<file path="config.mk">
export PLATFORM = sky130hd
export DESIGN_NAME = gpio_wake_interrupt_controller
export DESIGN_NICKNAME = d
export VERILOG_FILES = /design/src/hw/rtl/gwic_pkg.sv /design/src/hw/rtl/gwic_regfile.sv /design/src/hw/rtl/gwic_status.sv /design/src/hw/rtl/gpio_wake_interrupt_controller.sv
export SDC_FILE = /design/constraint.sdc
export NUM_CORES = 1
export LEC_CHECK = 0
export BUFFER_PORTS_ARGS = -buffer_cell sky130_fd_sc_hd__buf_2
export CAP_MARGIN = 10
export CELL_PAD_IN_SITES_DETAIL_PLACEMENT = 1
export CELL_PAD_IN_SITES_GLOBAL_PLACEMENT = 1
export CORE_UTILIZATION = 40
export DETAILED_ROUTE_END_ITERATION = 16
export PLACE_DENSITY = 0.77
export SLEW_MARGIN = 30
export SYNTH_ARGS = -nofsm -noshare
export SYNTH_HDL_FRONTEND = slang
export SYNTH_SLANG_ARGS = --single-unit
export TNS_END_PERCENT = 10
</file>
<file path="constraint.sdc">
create_clock -name i_clk -period 7.6 [get_ports i_clk]
set_input_delay 1.52 -clock i_clk [delete_from_list [all_inputs] [get_ports i_clk]]
set_output_delay 1.52 -clock i_clk [all_outputs]
set_load 0.01 [all_outputs]
</file>
<file path="src/hw/rtl/gwic_pkg.sv">
// ============================================================================
// gwic_pkg - shared types and constants for the GPIO wake interrupt controller
// Pin count, register word map, request opcodes and the register view struct.
// ============================================================================
package gwic_pkg;

    localparam int NUM_PINS   = 8;                  // 1..8, bounded by data width
    localparam int DATA_W     = 8;
    localparam int WORD_W     = 6;
    localparam int LOW_W      = $clog2(DATA_W);
    localparam int NUM_GROUPS = 6;

    // request opcodes
    localparam logic [1:0] OP_READ  = 2'd0;
    localparam logic [1:0] OP_WRITE = 2'd1;
    localparam logic [1:0] OP_TICK  = 2'd2;

    // word map (byte offset - 0x800) / 4
    localparam logic [WORD_W-1:0] WORD_GATE      = 6'd0;   // 0x800
    localparam logic [WORD_W-1:0] WORD_MODE_BASE = 6'd7;   // 0x81C, clr/set/read per group
    localparam logic [WORD_W-1:0] WORD_PEND      = 6'd25;  // 0x864

    // mode groups, in word map order
    localparam int GRP_FALL = 0;
    localparam int GRP_RISE = 1;
    localparam int GRP_LOW  = 2;
    localparam int GRP_HIGH = 3;
    localparam int GRP_DET  = 4;
    localparam int GRP_IRQ  = 5;

    typedef logic [NUM_PINS-1:0]                 t_pins;
    typedef logic [NUM_GROUPS-1:0][NUM_PINS-1:0] t_mode_bank;

    // post-request view of the register file
    typedef struct packed {
        logic [DATA_W-1:0] rd_data;
        t_pins             pending;
        t_pins             int_en;
    } t_reg_view;

endpackage

</file>
<file path="src/hw/rtl/gwic_regfile.sv">
// ============================================================================
// gwic_regfile - gate, mode, enable and pending registers
// Applies one bus read, bus write or pin sample tick per advance.
// ============================================================================
module gwic_regfile
    import gwic_pkg::*;
(
    input  logic              i_clk,
    input  logic              i_rst_n,
    input  logic              i_advance,
    input  logic [1:0]        i_opcode,
    input  logic [WORD_W-1:0] i_reg_word,
    input  logic [DATA_W-1:0] i_write_data,
    input  logic [DATA_W-1:0] i_pin_levels,
    output t_reg_view         o_view
);

    logic       r_gate, n_gate;
    t_mode_bank r_mode, n_mode;
    t_pins      r_pending, n_pending;
    t_pins      r_prev, n_prev;

    logic [DATA_W-1:0] rd;
    t_pins             bits;
    t_pins             cur;
    t_pins             ev;

    always_comb begin
        n_gate    = r_gate;
        n_mode    = r_mode;
        n_pending = r_pending;
        n_prev    = r_prev;
        rd        = '0;
        bits      = i_write_data[NUM_PINS-1:0];
        cur       = i_pin_levels[NUM_PINS-1:0];
        ev        = (r_prev & ~cur & r_mode[GRP_FALL])
                  | (~r_prev & cur & r_mode[GRP_RISE])
                  | (~cur & r_mode[GRP_LOW])
                  | (cur & r_mode[GRP_HIGH]);
        unique case (i_opcode)
            OP_READ: begin
                if (i_reg_word == WORD_GATE) begin
                    rd = DATA_W'(r_gate);
                end
                if (i_reg_word == WORD_PEND) begin
                    rd = DATA_W'(r_pending);
                end
                for (int g = 0; g < NUM_GROUPS; g++) begin
                    if (i_reg_word == WORD_MODE_BASE + WORD_W'(3 * g + 2)) begin
                        rd = DATA_W'(r_mode[g]);
                    end
                end
            end
            OP_WRITE: begin
                if (i_reg_word == WORD_GATE) begin
                    n_gate = i_write_data[0];
                end else if (r_gate) begin
                    if (i_reg_word == WORD_PEND) begin
                        n_pending = r_pending & ~bits;  // write one to clear
                    end
                    for (int g = 0; g < NUM_GROUPS; g++) begin
                        if (i_reg_word == WORD_MODE_BASE + WORD_W'(3 * g)) begin
                            n_mode[g] = r_mode[g] & ~bits;
                        end
                        if (i_reg_word == WORD_MODE_BASE + WORD_W'(3 * g + 1)) begin
                            n_mode[g] = r_mode[g] | bits;
                        end
                    end
                end
            end
            OP_TICK: begin
                n_pending = r_pending | (ev & r_mode[GRP_DET]);
                n_prev    = cur;
            end
            default: begin
            end
        endcase
    end

    always_ff @(posedge i_clk) begin
        if (!i_rst_n) begin
            r_gate    <= 1'b0;
            r_mode    <= '0;
            r_pending <= '0;
            r_prev    <= '0;
        end else if (i_advance) begin
            r_gate    <= n_gate;
            r_mode    <= n_mode;
            r_pending <= n_pending;
            r_prev    <= n_prev;
        end
    end

    assign o_view.rd_data = rd;
    assign o_view.pending = n_pending;
    assign o_view.int_en  = n_mode[GRP_IRQ];

endmodule

</file>
<file path="src/hw/rtl/gwic_status.sv">
// ============================================================================
// gwic_status - interrupt line and pending summary
// Reduces the post-request pending and enable bits to the status fields.
// ============================================================================
module gwic_status
    import gwic_pkg::*;
(
    input  t_reg_view        i_view,
    output logic             o_irq,
    output logic             o_any,
    output logic [LOW_W-1:0] o_lowest
);

    always_comb begin
        o_irq    = |(i_view.pending & i_view.int_en);
        o_any    = |i_view.pending;
        o_lowest = '0;
        // scan down so the lowest set bit wins
        for (int i = NUM_PINS - 1; i >= 0; i--) begin
            if (i_view.pending[i]) begin
                o_lowest = LOW_W'(i);
            end
        end
    end

endmodule

</file>
<file path="src/hw/rtl/gpio_wake_interrupt_controller.sv">
// ============================================================================
// gpio_wake_interrupt_controller - always-on GPIO wake interrupt detector
// Input register, regfile update, result register; one request/cycle if not stalled.
// ============================================================================
// The result is valid once the request has moved into the result register.
// Throughput: one request per cycle unless the result side stalls; the regfile
//   updates as the request moves from the input into the result register.
// Reset: i_rst_n synchronous active low; clears both stage valids and all
//   register file state (gate closed, modes, enables, pending and last levels zero).
module gpio_wake_interrupt_controller
    import gwic_pkg::*;
(
    input  logic              i_clk,
    input  logic              i_rst_n,
    // request channel
    input  logic              i_in_valid,
    output logic              o_in_ready,
    input  logic [1:0]        i_opcode,
    input  logic [WORD_W-1:0] i_reg_word,
    input  logic [DATA_W-1:0] i_write_data,
    input  logic [DATA_W-1:0] i_pin_levels,
    // result channel
    output logic              o_out_valid,
    input  logic              i_out_ready,
    output logic [DATA_W-1:0] o_read_data,
    output logic              o_irq_out,
    output logic              o_any_pending,
    output logic [LOW_W-1:0]  o_lowest_pending
);

    // ---- input register ----------------------------------------------------
    logic              r_s1_valid;
    logic [1:0]        r_s1_op;
    logic [WORD_W-1:0] r_s1_word;
    logic [DATA_W-1:0] r_s1_data;
    logic [DATA_W-1:0] r_s1_levels;

    // ---- result register ---------------------------------------------------
    logic              r_out_valid;
    logic [DATA_W-1:0] r_rd_data;
    logic              r_irq;
    logic              r_any;
    logic [LOW_W-1:0]  r_lowest;

    logic              s1_advance;   // request moves into the result register
    t_reg_view         view;
    logic              st_irq;
    logic              st_any;
    logic [LOW_W-1:0]  st_lowest;

    // The result register is free when empty or being drained this cycle.
    assign s1_advance = r_s1_valid && (!r_out_valid || i_out_ready);
    assign o_in_ready = !r_s1_valid || s1_advance;

    always_ff @(posedge i_clk) begin
        if (!i_rst_n) begin
            r_s1_valid <= 1'b0;
        end else if (o_in_ready) begin
            r_s1_valid <= i_in_valid;
        end
    end

    always_ff @(posedge i_clk) begin
        if (o_in_ready && i_in_valid) begin
            r_s1_op     <= i_opcode;
            r_s1_word   <= i_reg_word;
            r_s1_data   <= i_write_data;
            r_s1_levels <= i_pin_levels;
        end
    end

    // Register file: state commits only when the request advances, so a
    // stalled request is applied exactly once.
    gwic_regfile u_regfile (
        .i_clk        (i_clk),
        .i_rst_n      (i_rst_n),
        .i_advance    (s1_advance),
        .i_opcode     (r_s1_op),
        .i_reg_word   (r_s1_word),
        .i_write_data (r_s1_data),
        .i_pin_levels (r_s1_levels),
        .o_view       (view)
    );

    // Status is taken from the state after this request.
    gwic_status u_status (
        .i_view   (view),
        .o_irq    (st_irq),
        .o_any    (st_any),
        .o_lowest (st_lowest)
    );

    always_ff @(posedge i_clk) begin
        if (!i_rst_n) begin
            r_out_valid <= 1'b0;
        end else if (s1_advance) begin
            r_out_valid <= 1'b1;
        end else if (i_out_ready) begin
            r_out_valid <= 1'b0;
        end
    end

    always_ff @(posedge i_clk) begin
        if (s1_advance) begin
            r_rd_data <= view.rd_data;
            r_irq     <= st_irq;
            r_any     <= st_any;
            r_lowest  <= st_lowest;
        end
    end

    assign o_out_valid      = r_out_valid;
    assign o_read_data      = r_rd_data;
    assign o_irq_out        = r_irq;
    assign o_any_pending    = r_any;
    assign o_lowest_pending = r_lowest;

    // ---- assertions ----------------------------------------------------------
    // Interrupt needs something pending.
    a_irq_needs_pending: assert property (@(posedge i_clk) disable iff (!i_rst_n)
        (r_out_valid && !r_any) |-> !r_irq)
        else $error("irq raised with nothing pending");

    // Lowest index is zero when nothing is pending.
    a_lowest_idle: assert property (@(posedge i_clk) disable iff (!i_rst_n)
        (r_out_valid && !r_any) |-> (r_lowest == '0))
        else $error("lowest pending nonzero with nothing pending");

    // Full pipeline with a stalled result must not take a new request.
    a_full_blocks: assert property (@(posedge i_clk) disable iff (!i_rst_n)
        (r_s1_valid && r_out_valid && !i_out_ready) |-> !o_in_ready)
        else $error("request accepted while pipeline full");

    // Gate read carries a single bit.
    a_gate_read_width: assert property (@(posedge i_clk) disable iff (!i_rst_n)
        (s1_advance && r_s1_op == OP_READ && r_s1_word == WORD_GATE)
        |=> (r_rd_data[DATA_W-1:1] == '0))
        else $error("gate read returned upper bits");

endmodule

</file>
After elaboration in Yosys (flattened, before gate mapping)
Cells that the tools add are included.

Input bits: 28. Word-level logic and storage cells: 132. Bits in registers: 104. Output and inout port bits: 15.

Mux-type cells: 36. Reductions and logical operators: 25. Eq/ne operators: 21. Bitwise logic cells: 29.

Operators with widths (number): 2-to-1 mux 8 bit (22); 2-to-1 mux 48 bit (3); bitwise AND 8 bit (15); bitwise OR 8 bit (10); == test 6 x 5 -> 1 bit, second input constant (10); == test 6 x 4 -> 1 bit, second input constant (8); AND reduction 5 bit (5); NOT 8 bit (3); case mux 8 bit (2 select lines) (1); OR reduction 8 bit (2); 2-to-1 mux 3 bit (4); nonzero test 2 bit (6); == test 6 x 3 -> 1 bit, second input constant (1); zero test 6 bit (1); 2-to-1 mux 1 bit (4); 2-to-1 mux 2 bit (2); OR reduction 4 bit (1); AND reduction 3 bit (1); == test 2 x 1 -> 1 bit, second input constant (1); == test 2 bit, second input constant (1); logical AND 1 bit (2); zero test 1 bit (2); zero test 2 bit (1); logical OR 1 bit (2); 3 further kinds (3).

Longest topological paths before layout
Depth after elaboration: 16. Gate-level depth with buffers: 10. Depth with buffers taken out: 8.

Cells and area by module
From an unflattened synthesis, not the netlist that was laid out.

Cells, all modules: 541. Area, all modules: 5167.5 µm².

By module, submodules not included: gwic_regfile (area an instance 3836.2 µm², cells each 477, sequential area each 1301.2 µm², times used 1); gpio_wake_interrupt_controller (area an instance 1214.9 µm², cells each 46, sequential area each 1151.1 µm², times used 1); gwic_status (area an instance 116.4 µm², cells each 18, sequential area each 0.0 µm², times used 1).

Worst setup path before layout
OpenSTA, ideal clock, no wires.

Path type: input to output. Start: in i_out_ready. End: out o_in_ready. Arrival time: 1.793 ns. Stages: 2. Path buffers: 0. Path slack: 4.287 ns. Data required time: 6.080 ns. Cell sequence: nor2b_1 > nand2_1.

Longest elaborated chain between the ends: 3.

Ends and longest elaborated chain: start: declaration (RTL line gpio_wake_interrupt_controller.sv:24) `input logic i_out_ready,`; logical OR 1 bit (RTL line gpio_wake_interrupt_controller.sv:52) `assign s1_advance = r_s1_valid && (!r_out_valid || i_out_ready);`; logical AND 1 bit (RTL line gpio_wake_interrupt_controller.sv:52); logical OR 1 bit (RTL line gpio_wake_interrupt_controller.sv:53) `assign o_in_ready = !r_s1_valid || s1_advance;`; end: declaration (RTL line gpio_wake_interrupt_controller.sv:17) `output logic o_in_ready,`.

No other way between the ends.

Worst setup path in the final report
Start: in i_out_ready. End: reg u_regfile.r_prev[5].

Longest elaborated chain between the ends: 3.

Ends and longest elaborated chain: logical OR 1 bit (RTL line gpio_wake_interrupt_controller.sv:52); logical AND 1 bit (RTL line gpio_wake_interrupt_controller.sv:52); via s1_advance (RTL line gpio_wake_interrupt_controller.sv:45) `logic s1_advance;`; AND reduction 2 bit (no source line); end signal: assignment (RTL line gwic_regfile.sv:90) `r_prev <= n_prev;`; end: declaration (RTL line gwic_regfile.sv:21) `t_pins r_prev, n_prev;`.

The timed path passes the listed nets, and every way through them passes these cells. A chain may end at the register's enable or synchronous reset.

==> results.tsv <==
metric	value	unit
RSZ-0062 raised after global routing	no	
initial core utilization	41.0	%
initial antenna violation count	0	
area of the multi-input gates	2310	µm²
number of flops mapped to enable cells by yosys	37	
grt total ovfl	0	
Internal Power	0.000856	W
top-area cell type share of the netlist area	27.3	%
Area Overhead vs Synth	12.5	%
synthesized flop and latch total	104	
CP max stage delay	0.71	ns
vias per cell	6.10	
area leader, netlist	dfxtp_1	
register area	2450	µm²
Inst Count DP	675	
crit share post-route	47.7	%
clk_lat worst skew	0.36	ns
switching share of power	23.1	%
post-CTS setup buffer count	0	
Max rail drop VDD	0.127	mV
Comb power frac	5.0	%
root buffer cell	clkbuf_16	
setup total negative slack	0	ns
Final Hold Viols	0	
CP cell instances	buf_2, nand2b_1, nand2_1, clkinv_1, nand2_1, mux2i_1, nor2_1	
clk slew on worst S/H paths	0.07	ns
Final Net Count	570	
Port-buffer cells	42	
WP data required	7.82	ns
H-tree depth	3	
CTS Buf Count	9	
ant diodes	0	
Worst EP arrival	3.85	ns
die footprint	12700	µm²
Ys Warns	0	
Final WS setup	3.97	ns
Crit. End Element	flip-flop	
Post-Place Worst Slack	3.65	ns
GP Congestion	0.842	
max-slew violations	0	
final setup fails	0	
top cells by area, synth	dfxtp_1, edfxtp_1, a21oi_1	
die height	113	µm
post_cts resized	0	
asr flop ratio synth	0	%
vias in the first global route	4483	
post-route insts no fill	691	
Filler cells	1357	
IO Pins	43	
Detailed Route Iter0 Violations	329	
most numerous cell in the Yosys netlist	dfxtp_1	
post-synthesis cell count	513	
HPWL Detailed	10400	µm
Core Region	12000	µm²
status	finished clean	
Flop pwr share	54.6	%
PD cells	202	nW/µm²
max cap viols	0	
max_slew headroom	46.5	%
Fin Clk Skew	0.00650	ns
Worst-Margin Slew	0.803	ns
CTS Hold Bufs	0	
Main synth FF type	dfxtp_1	
Synth Net Count	544	
Seq/Total Area, Yosys	50.0	%
1st-pass router iterations	4	
Clock Path Buffers	2	
worst-path maximum fanout	19	
Die Wd	113	µm
largest net degree at the start of global routing	59	
mapped cell area	4900	µm²
most used cell, CP	nand2_1	
P_sw	0.000258	W
# clock sinks	104	
minimum clock period	3.63	ns
Commonest cells post-synth	dfxtp_1, nand2_1, a21oi_1	
drc violations	0	
Avg WL per Cell	21.0	µm
# rows	40	
static leakage	1.94	nW
Total Routing Usage GR	24.7	%
CTS tree	built	
fmax	276	MHz
clock network fraction of total power	40.4	%
Mapped Avg Cell Area	9.56	µm²
share of cells above drive strength 1	14.0	%
routed wire length	14500	µm
WS Path Type	in2reg	
post-synth cell types	56	
first-pass GRT wire length	23700	µm
Hold Crit Class	reg2reg	
Antenna Nets Post-Route	0	
DR vias	4214	
Setup crit start kind	input pin	
CP max-delay cell	clkinv_1	
-- final timing paths --
path | from | slack, ns | cells past startpoint | end
max reg2reg | r_s1_word[0] | 4.50 | 6 | o_irq_out
max | i_out_ready | 3.97 | 7 | u_regfile.r_prev[5]
min reg2reg | flip-flop | 0.48 | 2 | flip-flop
min | flip-flop | 0.48 | 2 | flip-flop
-- per-layer routing --
layer / wire length [µm] / part of all wire [%] / global-route usage [%] / vias up
met3: 718 / 4.9 / 6.05 / 29
met2: 7060 / 49 / 41.6 / 132
met1: 6320 / 43 / 30.0 / 2098
met5: 0 / 0 / 0 / -
li1: - / - / - / 1955
met4: 443 / 3.0 / 10.7 / 0
-- kinds of logic after synthesis --
family / Yosys count / share of synthesized area (%)
and+or+nand+nor: 169 / 16.9
AOI/OAI and AO/OA: 168 / 23.7
DFF: 104 / 50.0
buffers and inverters: 44 / 3.57
muxes: 25 / 5.13
adders and majority gates: 3 / 0.765
-- per-stage QoR --
stage / cell area, µm² / hold WS (ns) / utilization (%) / total power (W)
6_report: 5520 / 0.482 / 46.1 / 0.00111
5_1_grt: 5520 / 0.507 / 46.1 / 0.00115
3_5_place_dp: 5230 / 0.471 / 43.7 / 0.000674
3_3_place_gp: 5200 / 0.462 / 43.5 / 0.000672
2_1_floorplan: 4900 / 0.445 / - / 0.000647
4_1_cts: 5510 / 0.481 / 46.1 / 0.00112
-- critical path, delay by kind of cell --
| family | cells | cell delay (ns) |
|---|---|---|
| AND/OR/NAND/NOR | 4 | 1.25 |
| buffers and inverters | 2 | 0.81 |
| multiplexers | 1 | 0.25 |
-- layout make-up --
type                       count  share of cell area, %
tap                          147                   3.33
multi-input combinational    365                   41.9
inverter                      14                  0.952
sequential                   104                   44.4
clock inverter                 2                  0.204
timing repair buffer          45                   4.22
clock buffer                  14                   4.97
-- layout by cell type (no fill, tap or decap), types with 4 or more instances in the layout --
master | Yosys | layout
nand3_1 | 17 | 17
nand2_1 | 65 | 65
a211o_1 | 7 | 7
o22ai_1 | 4 | 4
o2bb2ai_1 | 6 | 6
inv_1 | 13 | 13
o21ai_0 | 13 | 13
nor2_1 | 34 | 33
nor3_2 | 0 | 5
a21boi_0 | 7 | 7
and2_1 | 7 | 7
buf_2 | 1 | 42
a221oi_1 | 8 | 8
dfxtp_1 | 67 | 67
nor2b_1 | 8 | 8
nand2b_1 | 14 | 14
a211oi_1 | 32 | 32
a21oi_1 | 50 | 50
clkbuf_16 | 0 | 9
edfxtp_1 | 37 | 37
mux2i_1 | 24 | 24
a22oi_1 | 15 | 15
-- power by group through the flow --
| stage | logic [W] | clock network [W] | registers, W |
|---|---|---|---|
| global route | 0.0000601 | 0.000481 | 0.000609 |
| detailed placement | 0.0000548 | 0 | 0.000619 |
| floorplan | 0.0000383 | 0 | 0.000608 |
| finish | 0.0000553 | 0.000450 | 0.000608 |
| CTS | 0.0000551 | 0.000462 | 0.000607 |
| global placement | 0.0000527 | 0 | 0.000619 |
Power figures use the tool's default switching activity.
